### src/design/ptrm_pkg.sv
// ----------------------------------------------------------------------------
// ptrm_pkg
// Shared constants and controller/datapath handshake types for the
// page table range mapper.
// ----------------------------------------------------------------------------
package ptrm_pkg;

  // table page pool size and derived widths
  localparam int TABLE_PAGES = 16;
  localparam int ENTRIES     = 512;
  localparam int IDX_W       = 9;
  localparam int PAGE_W      = (TABLE_PAGES > 1) ? $clog2(TABLE_PAGES) : 1;
  localparam int NFP_W       = $clog2(TABLE_PAGES + 1);
  localparam int ADDR_W      = PAGE_W + IDX_W;
  localparam int DEPTH       = TABLE_PAGES * ENTRIES;

  // field widths
  localparam int VA_W   = 48;
  localparam int LEN_W  = 49;
  localparam int DESC_W = 64;
  localparam int PPN_W  = 36;
  localparam int STAT_W = 2;
  localparam int TIU_W  = 5;

  // result status codes
  localparam logic [STAT_W-1:0] ST_OK       = 2'd0;
  localparam logic [STAT_W-1:0] ST_BAD_BLK  = 2'd1;
  localparam logic [STAT_W-1:0] ST_POOL_OUT = 2'd2;

  // descriptor type codes
  localparam logic [1:0] DT_BLOCK = 2'b01;
  localparam logic [1:0] DT_TABLE = 2'b11;

  // controller to datapath commands
  typedef struct packed {
    logic load;
    logic calc;
    logic rd;
    logic cap;
    logic blk_wr;
    logic zero;
    logic alloc_wr;
    logic descend;
    logic leaf_wr;
    logic clear;
    logic set_bad;
    logic set_full;
    logic out_load;
  } ptrm_cmd_t;

  // datapath to controller status
  typedef struct packed {
    logic clear_last;
    logic zero_last;
    logic len_done;
    logic e_block;
    logic e_table;
    logic can_block;
    logic pool_full;
    logic rel_bad;
    logic last_lvl;
    logic out_busy;
  } ptrm_sts_t;

endpackage

### src/design/ptrm_ctrl.sv
// ----------------------------------------------------------------------------
// ptrm_ctrl
// Walk sequencer: store clear, per-step level walk, allocation and result.
// ----------------------------------------------------------------------------
module ptrm_ctrl
  import ptrm_pkg::*;
(
  input  logic      clk,
  input  logic      rst,
  input  ptrm_sts_t sts,
  output ptrm_cmd_t cmd,
  input  logic      in_valid,
  output logic      in_ready
);

  typedef enum logic [10:0] {
    S_CLEAR = 11'b000_0000_0001,
    S_IDLE  = 11'b000_0000_0010,
    S_CHECK = 11'b000_0000_0100,
    S_RD    = 11'b000_0000_1000,
    S_WT    = 11'b000_0001_0000,
    S_EVAL  = 11'b000_0010_0000,
    S_ZERO  = 11'b000_0100_0000,
    S_ALLOC = 11'b000_1000_0000,
    S_REL   = 11'b001_0000_0000,
    S_LEAF  = 11'b010_0000_0000,
    S_DONE  = 11'b100_0000_0000
  } state_t;

  state_t state, state_next;

  always_ff @(posedge clk) begin
    if (rst) begin
      state <= S_CLEAR;
    end else begin
      state <= state_next;
    end
  end

  assign in_ready = (state == S_IDLE);

  // next state and commands
  always_comb begin
    state_next = state;
    cmd        = '0;
    unique case (state)
      S_CLEAR: begin
        cmd.clear = 1'b1;
        if (sts.clear_last) state_next = S_IDLE;
      end
      S_IDLE: begin
        if (in_valid) begin
          cmd.load   = 1'b1;
          state_next = S_CHECK;
        end
      end
      S_CHECK: begin
        if (sts.len_done) begin
          state_next = S_DONE;
        end else begin
          cmd.calc   = 1'b1;
          state_next = S_RD;
        end
      end
      S_RD: begin
        cmd.rd     = 1'b1;
        state_next = S_WT;
      end
      S_WT: begin
        cmd.cap    = 1'b1;
        state_next = S_EVAL;
      end
      S_EVAL: begin
        if (sts.e_block) begin
          cmd.set_bad = 1'b1;
          state_next  = S_DONE;
        end else if (sts.e_table) begin
          state_next = S_REL;
        end else if (sts.can_block) begin
          cmd.blk_wr = 1'b1;
          state_next = S_CHECK;
        end else if (sts.pool_full) begin
          cmd.set_full = 1'b1;
          state_next   = S_DONE;
        end else begin
          state_next = S_ZERO;
        end
      end
      S_ZERO: begin
        cmd.zero = 1'b1;
        if (sts.zero_last) state_next = S_ALLOC;
      end
      S_ALLOC: begin
        cmd.alloc_wr = 1'b1;
        state_next   = S_REL;
      end
      S_REL: begin
        if (sts.rel_bad) begin
          cmd.set_bad = 1'b1;
          state_next  = S_DONE;
        end else begin
          cmd.descend = 1'b1;
          state_next  = sts.last_lvl ? S_LEAF : S_RD;
        end
      end
      S_LEAF: begin
        cmd.leaf_wr = 1'b1;
        state_next  = S_CHECK;
      end
      S_DONE: begin
        if (!sts.out_busy) begin
          cmd.out_load = 1'b1;
          state_next   = S_IDLE;
        end
      end
      default: state_next = S_CLEAR;
    endcase
  end

endmodule

### config.mk
export PLATFORM = sky130hd
export DESIGN_NAME = ptrm_ctrl
export DESIGN_NICKNAME = d
export VERILOG_FILES = /design/src/design/ptrm_pkg.sv /design/src/design/ptrm_ctrl.sv
export SDC_FILE = /design/constraint.sdc
export NUM_CORES = 1
export LEC_CHECK = 0
export BUFFER_PORTS_ARGS = -buffer_cell sky130_fd_sc_hd__buf_2
export CAP_MARGIN = 20
export CELL_PAD_IN_SITES_DETAIL_PLACEMENT = 0
export CELL_PAD_IN_SITES_GLOBAL_PLACEMENT = 2
export CORE_UTILIZATION = 29
export CTS_CLUSTER_DIAMETER = 40
export DETAILED_ROUTE_END_ITERATION = 8
export GPL_TIMING_DRIVEN = 0
export HOLD_SLACK_MARGIN = 0.02
export PLACE_DENSITY_LB_ADDON = 0.1
export SLEW_MARGIN = 20
export SYNTH_ARGS = -nofsm -noshare
export SYNTH_HDL_FRONTEND = slang
export SYNTH_SLANG_ARGS = --single-unit
### constraint.sdc
create_clock -name clk -period 2.1 [get_ports clk]
set_input_delay 0.315 -clock clk [delete_from_list [all_inputs] [get_ports clk]]
set_output_delay 0.315 -clock clk [all_outputs]
set_load 0.03 [all_outputs]
# After elaboration in Yosys (flattened, before gate mapping)
# Index checks and enable logic that the tools add are counted.
dict set report totals {
  register_bits 11
  in_bits 13
  out_inout_bits 14
  word_cells 55
}
dict set report op_classes {
  n_eq_ne 15
  mux 38
  reduce_logical 1
}
# operator count
set op_table {}
lappend op_table {{11-bit one-hot mux with 11 select lines} 1}
lappend op_table {{11-bit two-way mux} 10}
lappend op_table {{1-bit two-way mux} 25}
lappend op_table {{11-bit by 1-bit == test with 1-bit output, second input constant} 1}
lappend op_table {{11-bit by 10-bit == test with 1-bit output, second input constant} 1}
lappend op_table {{11-bit == test, second input constant} 1}
lappend op_table {{11-bit by 2-bit == test with 1-bit output, second input constant} 1}
lappend op_table {{11-bit by 3-bit == test with 1-bit output, second input constant} 1}
lappend op_table {{11-bit by 4-bit == test with 1-bit output, second input constant} 1}
lappend op_table {{11-bit by 5-bit == test with 1-bit output, second input constant} 1}
lappend op_table {{11-bit by 6-bit == test with 1-bit output, second input constant} 1}
lappend op_table {{11-bit by 7-bit == test with 1-bit output, second input constant} 1}
lappend op_table {{11-bit by 8-bit == test with 1-bit output, second input constant} 1}
lappend op_table {{11-bit by 9-bit == test with 1-bit output, second input constant} 1}
lappend op_table {{10-bit two-way mux} 1}
lappend op_table {{2-bit != test, second input constant} 4}
lappend op_table {{4-bit AND reduction} 1}
lappend op_table {{1-bit one-hot mux with 2 select lines} 1}

# Depth between registers and ports, before layout
# Gate-level depths: netlist (run 1).
dict set report depth {
  ltp_word 5
  depth_mapped 5
  ltp_nobuf 4
}

# Least setup slack after synthesis (run 1)
# Ideal clock, no wire load.
dict set report synth_timing {
  path_kind {register to output}
  start {reg state[4]}
  end {out cmd[12] (netlist name)}
  t_arrival_ns 1.953
  required_time_ns 1.785
  path_slack_ns -0.168
  path_stages_with_launch 5
  n_path_buf 0
  path_cell_list {dfxtp_1 or4_4 nor3_2 nand2_1 nor3_1}
}
# item line
set synth_lines {}
lappend synth_lines {{from (decl)} ptrm_ctrl.sv:30} ;# state_t state, state_next;
lappend synth_lines {{from (signal assigned)} ptrm_ctrl.sv:36} ;# state <= state_next;
lappend synth_lines {{to (decl)} ptrm_ctrl.sv:11} ;# output ptrm_cmd_t cmd,

==> metrics.txt, run 1 <==
# TYPE chip_impl_metric gauge
chip_impl_metric{name="htree_levels",unit=""} 1
chip_impl_metric{name="crit_arrival",unit="ns"} 1.81
chip_impl_metric{name="synth_cells",unit=""} 117
chip_impl_metric{name="ys.warnings.count",unit=""} 0
chip_impl_metric{name="antenna_cells",unit=""} 0
chip_impl_info{name="worst_setup_path_start_kind",value="flip-flop"} 1
chip_impl_info{name="cts-root-buf",value="sky130_fd_sc_hd__clkbuf_4"} 1
chip_impl_metric{name="drive_gt1_share",unit="%"} 48.1
chip_impl_metric{name="remaining_drc_errors",unit=""} 0
chip_impl_metric{name="synth_seq_area_share",unit="%"} 23.2
chip_impl_metric{name="p_per_area",unit="mW/mm^2"} 669
chip_impl_metric{name="synth_seq_cells",unit=""} 11
chip_impl_metric{name="switching_share",unit="%"} 40.4
chip_impl_metric{name="initial_core_util",unit="%"} 30.9
chip_impl_metric{name="clk_pin_slew",unit="ns"} 0.08
chip_impl_metric{name="worstPathRequired",unit="ns"} 1.78
chip_impl_metric{name="routedWlPerCell",unit="um"} 13.9
chip_impl_metric{name="final_antenna_net_count",unit=""} 0
chip_impl_metric{name="worst_clock_skew",unit="ns"} 0.00325
chip_impl_info{name="end_kind",value="primary output"} 1
chip_impl_metric{name="grt.total_usage",unit="%"} 17.9
chip_impl_metric{name="mappedNetlistNets",unit=""} 130
chip_impl_metric{name="syn_area_per_cell",unit="um^2"} 8.13
chip_impl_metric{name="dr_total_vias",unit=""} 1061
chip_impl_metric{name="dp_cells",unit=""} 187
chip_impl_metric{name="instances_no_fill",unit=""} 206
chip_impl_metric{name="finalWirelength",unit="um"} 2870
chip_impl_metric{name="postLayoutSetupSlackWorst",unit="ns"} -0.0291
chip_impl_metric{name="finalSetupViolCount",unit=""} 4
chip_impl_info{name="unrepaired_setup_endpoints_after_global_routing",value="yes"} 1
chip_impl_metric{name="via_per_inst",unit=""} 5.15
chip_impl_metric{name="fillerInstances",unit=""} 325
chip_impl_metric{name="netlist.area_leader.share",unit="%"} 23.2
chip_impl_metric{name="buffer_ports.inserted",unit=""} 26
chip_impl_metric{name="largest_register_ffs",unit=""} 11
chip_impl_info{name="tritoncts",value="yes"} 1
chip_impl_metric{name="core_area",unit="mm^2"} 0.00308
chip_impl_metric{name="drv_slew",unit=""} 0
chip_impl_info{name="largest_registers",value="state x11"} 1
chip_impl_metric{name="fp.dieArea",unit="mm^2"} 0.00351
chip_impl_info{name="yosysTopAreaCell",value="sky130_fd_sc_hd__dfxtp_1"} 1
chip_impl_info{name="synth_area_leaders",value="sky130_fd_sc_hd__dfxtp_1 (23%), sky130_fd_sc_hd__nor2_1 (7.1%), sky130_fd_sc_hd__nand4_1 (4.6%), sky130_fd_sc_hd__xor2_1 (4.6%), sky130_fd_sc_hd__nor4_4 (4.5%)"} 1
chip_impl_metric{name="worst_pin_slew",unit="ns"} 0.453
chip_impl_metric{name="grt_pass1_wl",unit="um"} 4710
chip_impl_metric{name="top_level_ports",unit=""} 27
chip_impl_metric{name="worstPathMaxFanout",unit=""} 8
chip_impl_metric{name="layout_min_cycle_time",unit="ns"} 2.13
chip_impl_metric{name="syn_to_final_growth",unit="%"} 46.8
chip_impl_metric{name="totalPowerFinal",unit="W"} 0.000935
chip_impl_metric{name="layout_worst_path_cycle_share",unit="%"} 101
chip_impl_metric{name="max_buffers_root_to_sink",unit=""} 2
chip_impl_metric{name="synth_async_reset_ratio",unit="%"} 0
chip_impl_metric{name="p_leak",unit="nW"} 0.633
chip_impl_metric{name="nNetsFinal",unit=""} 176
chip_impl_info{name="worst-setup-path-type",value="flip-flop to primary output"} 1
chip_impl_metric{name="comb_power_share",unit="%"} 56.8
chip_impl_metric{name="post-dp-hpwl",unit="um"} 1990
chip_impl_metric{name="clockPowerShare",unit="%"} 16.0
chip_impl_metric{name="die_width",unit="um"} 59.3
chip_impl_info{name="outcome",value="finished, violations left"} 1
chip_impl_info{name="violations",value="negative setup slack"} 1
chip_impl_metric{name="clock_insertion_delay_worst_skew",unit="ns"} 0.27
chip_impl_metric{name="max_slew_margin",unit="%"} 69.7
chip_impl_info{name="synth_flop_type",value="sky130_fd_sc_hd__dfxtp_1"} 1
chip_impl_metric{name="postLayoutCellArea",unit="mm^2"} 0.00140
chip_impl_metric{name="p_switching",unit="W"} 0.000378
chip_impl_metric{name="routabilityCongestion",unit=""} 0.767
chip_impl_metric{name="detailedRoute.firstPassIterationCount",unit=""} 4
chip_impl_info{name="max_flop_register",value="state"} 1
chip_impl_metric{name="synth_enable_flop_cells",unit=""} 0
chip_impl_metric{name="timing.max_cap.violations",unit=""} 0
chip_impl_info{name="most_common_cell_after_layout_fill_and_taps_aside",value="sky130_fd_sc_hd__buf_4"} 1
chip_impl_info{name="most-common-layout-cells",value="sky130_fd_sc_hd__buf_4 (26), sky130_fd_sc_hd__buf_2 (18), sky130_fd_sc_hd__nor2_1 (16)"} 1
chip_impl_metric{name="vdd.ir_drop.worst",unit="mV"} 0.228
chip_impl_metric{name="netlist-cell-type-count",unit=""} 40
chip_impl_metric{name="floorplan.rows",unit=""} 20
chip_impl_metric{name="fmaxAchievable",unit="GHz"} 0.470
chip_impl_metric{name="p_seq_share",unit="%"} 27.2
chip_impl_metric{name="grt-ovfl-total",unit=""} 0
chip_impl_info{name="hold_class",value="input port to flip-flop"} 1
chip_impl_metric{name="timing_hold_violations_final",unit=""} 0
chip_impl_metric{name="number_of_clock_sinks_seen_by_cts",unit=""} 11
chip_impl_metric{name="cts-buffers-inserted",unit=""} 3
chip_impl_metric{name="dpl-instance-area",unit="mm^2"} 0.00114
chip_impl_metric{name="internal_power",unit="W"} 0.000557
chip_impl_metric{name="die_height",unit="um"} 59.3
chip_impl_metric{name="grt_pass1_vias",unit=""} 1016
chip_impl_metric{name="mappedNetlistArea",unit="um^2"} 951
chip_impl_metric{name="pin_count_of_the_biggest_net_entering_global_routing",unit=""} 10
chip_impl_metric{name="antenna_found_initial",unit=""} 0
chip_impl_metric{name="layout.core_utilization",unit="%"} 45.4
chip_impl_metric{name="drt_iter0_drc",unit=""} 24
per-stage QoR:
stage | hold slack, ns | setup slack [ns] | setup TNS, ns
6_report | 0.241 | -0.0291 | -0.0625
5_1_grt | 0.236 | -0.124 | -0.548
4_1_cts | 0.239 | -0.114 | -0.473
3_5_place_dp | 0.534 | 0.0268 | 0
3_3_place_gp | 0.530 | 0.0193 | 0
2_1_floorplan | 0.378 | 0.0722 | 0
cell usage after synthesis (all sizes together) (4+ instances only):
cell / count
xor2: 5
nand3b: 4
dfxtp: 11
nand4b: 4
a21oi: 6
nand2: 6
nand4: 7
nor3b: 4
and3: 5
nor2: 18
buf: 6
nor3: 6
layout make-up:
type                    count  area (um^2)  share of cell area, %
repair buffers             47          319                   22.8
plain buffers               1         11.3                  0.806
flip-flops and latches     11          245                   17.6
clock buffers               4         26.3                   1.88
multi-input cells          96          728                   52.2
well taps                  44         55.1                   3.94
inverters                   3         11.3                  0.806
worst paths after layout:
kind | cells after the start | startpoint | end | slack, ns
min reg2reg | 2 | state[8] | state[9] | 0.60
max reg2reg | 7 | state[6] | state[2] | 0.22
max | 4 | state[6] | cmd[1] | -0.03
min | 2 | sts[2] | state[9] | 0.24
cells by family after synthesis:
group / after synthesis / share of synthesized area (%)
compound gates: 16 / 12.8
xor+xnor: 5 / 4.61
buf+inv: 10 / 6.05
flops: 11 / 23.2
mux: 1 / 1.05
simple gates: 74 / 52.4
worst max-delay path, cell delays in order, from the launching register on:
cell and delay, ns:
sky130_fd_sc_hd__dfxtp_4 0.38, sky130_fd_sc_hd__or4b_4 0.55, sky130_fd_sc_hd__nor4_4 0.26, sky130_fd_sc_hd__and3_1 0.22
sky130_fd_sc_hd__buf_6 0.13
routing by layer:
layer / track usage (%) / part of all wire (%) / vias to the layer above
met3: 2.84 / 3.7 / 6
met1: 22.3 / 45 / 498
met2: 30.2 / 49 / 24
met5: 0 / 0 / -
li1: - / - / 533
met4: 7.82 / 2.2 / 0
power by group through the flow:
stage | Combinational, W | Clock [W] | Sequential [W]
after floorplan | 0.000335 | 0 | 0.000247
after global placement | 0.000434 | 0 | 0.000249
after detailed placement | 0.000433 | 0 | 0.000248
after CTS | 0.000526 | 0.000152 | 0.000243
after global routing | 0.000571 | 0.000167 | 0.000259
final | 0.000531 | 0.000149 | 0.000254
repair_timing:
item,in CTS,in global routing
pin swaps,11,10
setup endpoints to repair,13,15
resized for setup,25,12
hold buffers,0,0
setup buffers,20,3
Power figures use the tool's default switching activity.
==> run 2: changes to the inputs <==
- RECOVER_POWER: default -> 25
- REMOVE_ABC_BUFFERS: default -> 1
==> run 2 against run 1 <==
Against the previous run:
- the run still ends with negative setup slack left
- critical path depth increased by 1
- clock power about the same
- worst hold slack improved by 0.0023 ns
- critical path type unchanged
- largest power group unchanged
==> metrics.txt, run 2 (synthesized netlist as in run 1, its figures left out) <==
# TYPE chip_impl_metric gauge
chip_impl_metric{name="fillerInstances",unit=""} 325
chip_impl_info{name="hold_class",value="input port to flip-flop"} 1
chip_impl_info{name="most-common-layout-cells",value="sky130_fd_sc_hd__buf_4 (24), sky130_fd_sc_hd__buf_2 (17), sky130_fd_sc_hd__nor2_1 (16)"} 1
chip_impl_metric{name="p_seq_share",unit="%"} 27.9
chip_impl_metric{name="fp.dieArea",unit="mm^2"} 0.00351
chip_impl_metric{name="nNetsFinal",unit=""} 173
chip_impl_metric{name="grt_pass1_wl",unit="um"} 4530
chip_impl_metric{name="instances_no_fill",unit=""} 203
chip_impl_metric{name="drv_slew",unit=""} 0
chip_impl_metric{name="dp_cells",unit=""} 180
chip_impl_metric{name="worst-r2r-setup-slack",unit="ns"} 0.25
chip_impl_info{name="worst-setup-path-type",value="flip-flop to primary output"} 1
chip_impl_metric{name="timing_hold_violations_final",unit=""} 0
chip_impl_info{name="tritoncts",value="yes"} 1
chip_impl_metric{name="worstPathRequired",unit="ns"} 1.78
chip_impl_metric{name="remaining_drc_errors",unit=""} 0
chip_impl_info{name="worst_setup_path_start_kind",value="flip-flop"} 1
chip_impl_metric{name="max_slew_margin",unit="%"} 59.5
chip_impl_metric{name="cts-buffers-inserted",unit=""} 3
chip_impl_info{name="crit_path_end",value="cmd[12]"} 1
chip_impl_metric{name="clk_pin_slew",unit="ns"} 0.08
chip_impl_metric{name="floorplan.rows",unit=""} 20
chip_impl_info{name="outcome",value="finished, violations left"} 1
chip_impl_metric{name="switching_share",unit="%"} 40.2
chip_impl_info{name="end_kind",value="primary output"} 1
chip_impl_metric{name="vdd.ir_drop.worst",unit="mV"} 0.241
chip_impl_metric{name="max_buffers_root_to_sink",unit=""} 2
chip_impl_info{name="cts-root-buf",value="sky130_fd_sc_hd__clkbuf_4"} 1
chip_impl_metric{name="pin_count_of_the_biggest_net_entering_global_routing",unit=""} 10
chip_impl_metric{name="internal_power",unit="W"} 0.000548
chip_impl_info{name="unrepaired_setup_endpoints_after_global_routing",value="yes"} 1
chip_impl_metric{name="antenna_found_initial",unit=""} 0
chip_impl_info{name="most_common_cell_after_layout_fill_and_taps_aside",value="sky130_fd_sc_hd__buf_4"} 1
chip_impl_metric{name="pre_cts_ws",unit="ns"} -0.0264
chip_impl_metric{name="crit_arrival",unit="ns"} 1.85
chip_impl_metric{name="grt_pass1_vias",unit=""} 973
chip_impl_metric{name="worst_clock_skew",unit="ns"} 0.00173
chip_impl_metric{name="via_per_inst",unit=""} 5.18
chip_impl_info{name="r2r-end",value="state[8]"} 1
chip_impl_metric{name="worst_pin_slew",unit="ns"} 0.602
chip_impl_metric{name="final_antenna_net_count",unit=""} 0
chip_impl_metric{name="layout_min_cycle_time",unit="ns"} 2.16
chip_impl_metric{name="comb_power_share",unit="%"} 55.8
chip_impl_metric{name="drt_iter0_drc",unit=""} 23
chip_impl_metric{name="timing.max_cap.violations",unit=""} 0
chip_impl_metric{name="drive_gt1_share",unit="%"} 47.2
chip_impl_metric{name="postLayoutSetupSlackWorst",unit="ns"} -0.0639
chip_impl_info{name="max_flop_register",value="state"} 1
chip_impl_metric{name="worstPathMaxFanout",unit=""} 7
chip_impl_metric{name="syn_to_final_growth",unit="%"} 43.8
chip_impl_metric{name="number_of_clock_sinks_seen_by_cts",unit=""} 11
chip_impl_metric{name="grt-ovfl-total",unit=""} 0
chip_impl_metric{name="grt.total_usage",unit="%"} 17.2
chip_impl_metric{name="die_width",unit="um"} 59.3
chip_impl_metric{name="clock_insertion_delay_worst_skew",unit="ns"} 0.27
chip_impl_metric{name="layout_worst_path_cycle_share",unit="%"} 103
chip_impl_metric{name="die_height",unit="um"} 59.3
chip_impl_metric{name="ff2ff_path_depth",unit=""} 4
chip_impl_metric{name="finalSetupViolCount",unit=""} 6
chip_impl_metric{name="antenna_cells",unit=""} 0
chip_impl_metric{name="initial_core_util",unit="%"} 30.9
chip_impl_metric{name="core_area",unit="mm^2"} 0.00308
chip_impl_metric{name="fmaxAchievable",unit="GHz"} 0.462
chip_impl_metric{name="p_leak",unit="nW"} 0.613
chip_impl_metric{name="area_occupied_by_multi_input_gates",unit="um^2"} 713
chip_impl_metric{name="p_switching",unit="W"} 0.000368
chip_impl_metric{name="largest_register_ffs",unit=""} 11
chip_impl_metric{name="buffer_ports.inserted",unit=""} 26
chip_impl_metric{name="routabilityCongestion",unit=""} 0.751
chip_impl_metric{name="routedWlPerCell",unit="um"} 14.0
chip_impl_info{name="largest_registers",value="state x11"} 1
chip_impl_metric{name="cts_hold_repair.buffers",unit=""} 0
chip_impl_metric{name="htree_levels",unit=""} 1
chip_impl_metric{name="detailedRoute.firstPassIterationCount",unit=""} 4
chip_impl_metric{name="sequential_cell_area",unit="um^2"} 251
chip_impl_metric{name="top_level_ports",unit=""} 27
chip_impl_metric{name="post-dp-hpwl",unit="um"} 1980
chip_impl_info{name="timing.rr.start",value="state[4]"} 1
chip_impl_metric{name="p_per_area",unit="mW/mm^2"} 670
chip_impl_metric{name="dr_total_vias",unit=""} 1052
chip_impl_metric{name="finalWirelength",unit="um"} 2850
chip_impl_info{name="worst_setup_path_startpoint",value="state[4]"} 1
chip_impl_info{name="violations",value="negative setup slack"} 1
chip_impl_metric{name="clockPowerShare",unit="%"} 16.3
-- run 2: cell type report --
cell class,count,area share (%)
sequential,11,18.4
timing repair buffer,45,22.7
tap,44,4.03
clock buffer,4,1.92
multi-input combinational,96,52.2
inverter,3,0.823
-- run 2: metrics by stage --
step / hold slack, ns / total power, W / setup TNS (ns) / area [um^2] / utilization, %
finish: 0.244 / 0.000916 / -0.201 / 1370 / 44.4
global route: 0.245 / 0.000976 / -0.836 / 1370 / 44.4
CTS: 0.243 / 0.000924 / -0.396 / 1250 / 40.8
detailed placement: 0.535 / 0.000637 / -0.0264 / 1090 / 35.4
global placement: 0.527 / 0.000636 / -0.0582 / 1090 / 35.4
floorplan: 0.378 / 0.000540 / -0.168 / 905 / -
-- run 2: how the worst min path moves through the flow --
stage / startpoint / to / slack, ns / cells past startpoint
4_1_cts: sts[2] / state[9] / 0.24 / 2
3_5_place_dp: sts[2] / state[9] / 0.54 / 2
2_1_floorplan: rst / state[10] / 0.38 / 1
3_3_place_gp: sts[2] / state[9] / 0.53 / 2
6_report: sts[2] / state[9] / 0.24 / 2
5_1_grt: sts[2] / state[9] / 0.25 / 2
-- run 2: repair_timing --
action / CTS / global route
buffers inserted: 11 / 8
pin swaps: 9 / 12
cloned: 0 / 0
gates resized for setup: 22 / 20
setup endpoints to repair: 13 / 13
-- run 2: worst max-delay path, stage by stage, from the launching register on --
cell and delay (ns):
sky130_fd_sc_hd__dfxtp_4 0.38, sky130_fd_sc_hd__or4_4 0.60, sky130_fd_sc_hd__nor3_4 0.18, sky130_fd_sc_hd__nand2_2 0.09, sky130_fd_sc_hd__nor3_2 0.16, sky130_fd_sc_hd__buf_4 0.18
-- run 2: layer usage --
layer,GRT usage [%],up-vias,wire length [um]
li1,-,530,-
met1,22.9,505,1370
met2,28.6,15,1400
met3,1.53,2,61
met4,6.80,0,23
met5,0,-,0
-- run 2: power groups by stage --
| stage | combinational (W) | clock, W | sequential, W |
|---|---|---|---|
| after detailed placement | 0.000336 | 0 | 0.000301 |
| after global placement | 0.000332 | 0 | 0.000304 |
| after CTS | 0.000512 | 0.000152 | 0.000261 |
| after floorplan | 0.000257 | 0 | 0.000283 |
| final | 0.000511 | 0.000149 | 0.000256 |
| after global routing | 0.000555 | 0.000164 | 0.000257 |
==> run 3: changes to the inputs <==
- CORE_UTILIZATION: 29 -> 26
- clock period: 2.1 -> 1.8 ns (I/O delays scaled with it)
==> run 3 against run 2 <==
Against the previous run:
- via count up 5.4%
- sequential share of layout area decreased by 2.6 points
- clock power grew 16%
- register-to-register slack lost 0.18 ns
- highest routed layer unchanged
- the flow still finishes with violations (negative setup slack)
- core utilization up 1.9 points
- first-iteration DRC count grew 100%
- combinational power grew 46%
- critical endpoint unchanged
- critical path type unchanged
- wire length rose by 9.1%
- global-route usage decreased by 1.4 points
- flip-flop and latch count did not move
==> metrics.txt, run 3 (synthesized netlist as in run 1, its figures left out) <==
# TYPE chip_impl_metric gauge
chip_impl_info{name="outcome",value="finished, violations left"} 1
chip_impl_info{name="violations",value="negative setup slack"} 1
chip_impl_metric{name="nNetsFinal",unit=""} 183
chip_impl_metric{name="clock_insertion_delay_worst_skew",unit="ns"} 0.28
chip_impl_metric{name="detailedRoute.firstPassIterationCount",unit=""} 4
chip_impl_metric{name="grt_pass1_vias",unit=""} 951
chip_impl_metric{name="postLayoutSetupSlackWorst",unit="ns"} -0.359
chip_impl_info{name="worst_setup_path_start_kind",value="flip-flop"} 1
chip_impl_info{name="largest_registers",value="state x11"} 1
chip_impl_metric{name="grtUsageMet1",unit="%"} 22.2
chip_impl_metric{name="top_level_ports",unit=""} 27
chip_impl_metric{name="worstPathMaxFanout",unit=""} 4
chip_impl_metric{name="use_met3",unit="%"} 4.93
chip_impl_metric{name="max_buffers_root_to_sink",unit=""} 2
chip_impl_metric{name="fmaxAchievable",unit="GHz"} 0.463
chip_impl_metric{name="layout_min_cycle_time",unit="ns"} 2.16
chip_impl_metric{name="dr_total_vias",unit=""} 1109
chip_impl_metric{name="clk_pin_slew",unit="ns"} 0.08
chip_impl_metric{name="crit_arrival",unit="ns"} 1.89
chip_impl_info{name="cts-root-buf",value="sky130_fd_sc_hd__clkbuf_4"} 1
chip_impl_info{name="grt.busiest_layer",value="met2"} 1
chip_impl_info{name="cp_top_family",value="simple AND/OR/NAND/NOR gates"} 1
chip_impl_metric{name="worstPathRequired",unit="ns"} 1.53
chip_impl_metric{name="sequential_cell_area",unit="um^2"} 250
chip_impl_metric{name="pin_count_of_the_biggest_net_entering_global_routing",unit=""} 10
chip_impl_metric{name="layout.core_utilization",unit="%"} 46.3
chip_impl_metric{name="htree_levels",unit=""} 1
chip_impl_metric{name="remaining_drc_errors",unit=""} 0
chip_impl_metric{name="timing.max_cap.violations",unit=""} 0
chip_impl_metric{name="largest_register_ffs",unit=""} 11
chip_impl_metric{name="buffer_ports.inserted",unit=""} 26
chip_impl_info{name="max_flop_register",value="state"} 1
chip_impl_metric{name="p_per_area",unit="mW/mm^2"} 775
chip_impl_metric{name="grt_pass1_wl",unit="um"} 4820
chip_impl_metric{name="internal_power",unit="W"} 0.000735
chip_impl_metric{name="clockPowerShare",unit="%"} 14.1
chip_impl_metric{name="grt.total_usage",unit="%"} 15.8
chip_impl_metric{name="fp.dieArea",unit="mm^2"} 0.00390
chip_impl_metric{name="layout_worst_path_cycle_share",unit="%"} 120
chip_impl_info{name="cp_cell_sequence",value="or4_4 > nor3_4 > nand2_2 > nor3_2 > buf_4"} 1
chip_impl_metric{name="cts-buffers-inserted",unit=""} 3
chip_impl_metric{name="die_width",unit="um"} 62.5
chip_impl_metric{name="timing_hold_violations_final",unit=""} 0
chip_impl_info{name="most-common-layout-cells",value="sky130_fd_sc_hd__buf_4 (29), sky130_fd_sc_hd__nor2_1 (13), sky130_fd_sc_hd__buf_6 (13)"} 1
chip_impl_info{name="unrepaired_setup_endpoints_after_global_routing",value="yes"} 1
chip_impl_info{name="worst-setup-path-type",value="flip-flop to primary output"} 1
chip_impl_metric{name="drv_slew",unit=""} 0
chip_impl_metric{name="switching_share",unit="%"} 40.0
chip_impl_metric{name="post-dp-hpwl",unit="um"} 2040
chip_impl_info{name="worst_path_max_delay_cell",value="sky130_fd_sc_hd__or4_4"} 1
chip_impl_info{name="end_kind",value="primary output"} 1
chip_impl_metric{name="routabilityCongestion",unit=""} 0.749
chip_impl_metric{name="totalPowerFinal",unit="W"} 0.00123
chip_impl_metric{name="routedWlPerCell",unit="um"} 14.5
chip_impl_metric{name="fillerInstances",unit=""} 372
chip_impl_metric{name="p_seq_share",unit="%"} 24.9
chip_impl_metric{name="critical_path_buf_inv_count",unit=""} 1
chip_impl_metric{name="max_slew_margin",unit="%"} 70.9
chip_impl_metric{name="finalWirelength",unit="um"} 3110
chip_impl_metric{name="antenna_cells",unit=""} 0
chip_impl_metric{name="die_height",unit="um"} 62.5
chip_impl_metric{name="antenna_found_initial",unit=""} 0
chip_impl_metric{name="p_switching",unit="W"} 0.000491
chip_impl_metric{name="hold-worst-slack",unit="ns"} 0.189
chip_impl_metric{name="groute.layer.met2.usage",unit="%"} 23.4
chip_impl_metric{name="worst_pin_slew",unit="ns"} 0.430
chip_impl_metric{name="cts_hold_repair.buffers",unit=""} 0
chip_impl_info{name="hold_class",value="input port to flip-flop"} 1
chip_impl_metric{name="finalSetupViolCount",unit=""} 11
chip_impl_metric{name="setup-tns-final",unit="ns"} -2.99
chip_impl_metric{name="number_of_clock_sinks_seen_by_cts",unit=""} 11
chip_impl_metric{name="floorplan.rows",unit=""} 21
chip_impl_metric{name="core_area",unit="mm^2"} 0.00342
chip_impl_metric{name="syn_to_final_growth",unit="%"} 66.3
chip_impl_metric{name="grt-ovfl-total",unit=""} 0
chip_impl_info{name="most_common_cell_after_layout_fill_and_taps_aside",value="sky130_fd_sc_hd__buf_4"} 1
chip_impl_metric{name="p_leak",unit="nW"} 0.688
chip_impl_metric{name="via_per_inst",unit=""} 5.16
chip_impl_metric{name="drt_iter0_drc",unit=""} 47
chip_impl_metric{name="area_occupied_by_multi_input_gates",unit="um^2"} 791
chip_impl_metric{name="comb_power_share",unit="%"} 61.0
chip_impl_metric{name="vdd.ir_drop.worst",unit="mV"} 0.342
chip_impl_metric{name="drive_gt1_share",unit="%"} 55.6
chip_impl_info{name="tritoncts",value="yes"} 1
chip_impl_metric{name="critical-path-max-stage-delay",unit="ns"} 0.58
chip_impl_metric{name="initial_core_util",unit="%"} 27.8
chip_impl_metric{name="final_antenna_net_count",unit=""} 0
chip_impl_metric{name="worst_clock_skew",unit="ns"} 0.0133
[run 3: per-stage QoR]
stage	std cells	setup WS, ns	cell area (um^2)
global route	215	-0.452	1580
global placement	182	-0.327	1090
finish	215	-0.359	1580
CTS	203	-0.354	1370
detailed placement	182	-0.312	1090
floorplan	110	-0.423	905
[run 3: timing repair]
item	CTS	global route
buffers inserted	17	13
hold endpoints to repair	0	0
setup endpoints to repair	19	21
pin swaps	12	18
gates resized for setup	40	32
[run 3: path summary, 6_finish.rpt]
kind / from / endpoint / slack, ns / depth (start not counted)
worst max register to register: state[5] / state[2] / 0.07 / 5
worst max-delay path: state[5] / cmd[12] / -0.36 / 5
worst min-delay path: sts[2] / state[9] / 0.19 / 2
worst min register to register: state[4] / state[5] / 0.63 / 2
[run 3: cell type report]
type	instances	area share, %
Inverter	3	0.712
Clock inverter	1	0.316
Clock buffer	3	1.42
Sequential cell	11	15.8
Timing Repair Buffer	55	28.1
Multi-Input combinational cell	96	50.0
Tap cell	46	3.64
[run 3: layer usage]
layer	wire [um]	up-vias
li1	-	552
met1	1470	523
met2	1440	32
met3	186	2
met4	18	0
met5	0	-
[run 3: power groups by stage]
stage	clock (W)	combinational (W)	sequential (W)
after detailed placement	0	0.000390	0.000354
after CTS	0.000180	0.000621	0.000301
after global routing	0.000200	0.000798	0.000305
after floorplan	0	0.000300	0.000330
after global placement	0	0.000392	0.000358
final	0.000173	0.000748	0.000305
[run 3: worst reg2reg max path: cells and delay by family, from the launching register on]
| family | cells | cell delay [ns] |
|---|---|---|
| DFF | 1 | 0.37 |
| AOI/OAI and AO/OA | 1 | 0.16 |
| buffers and inverters | 1 | 0.18 |
| and+or+nand+nor | 3 | 0.97 |
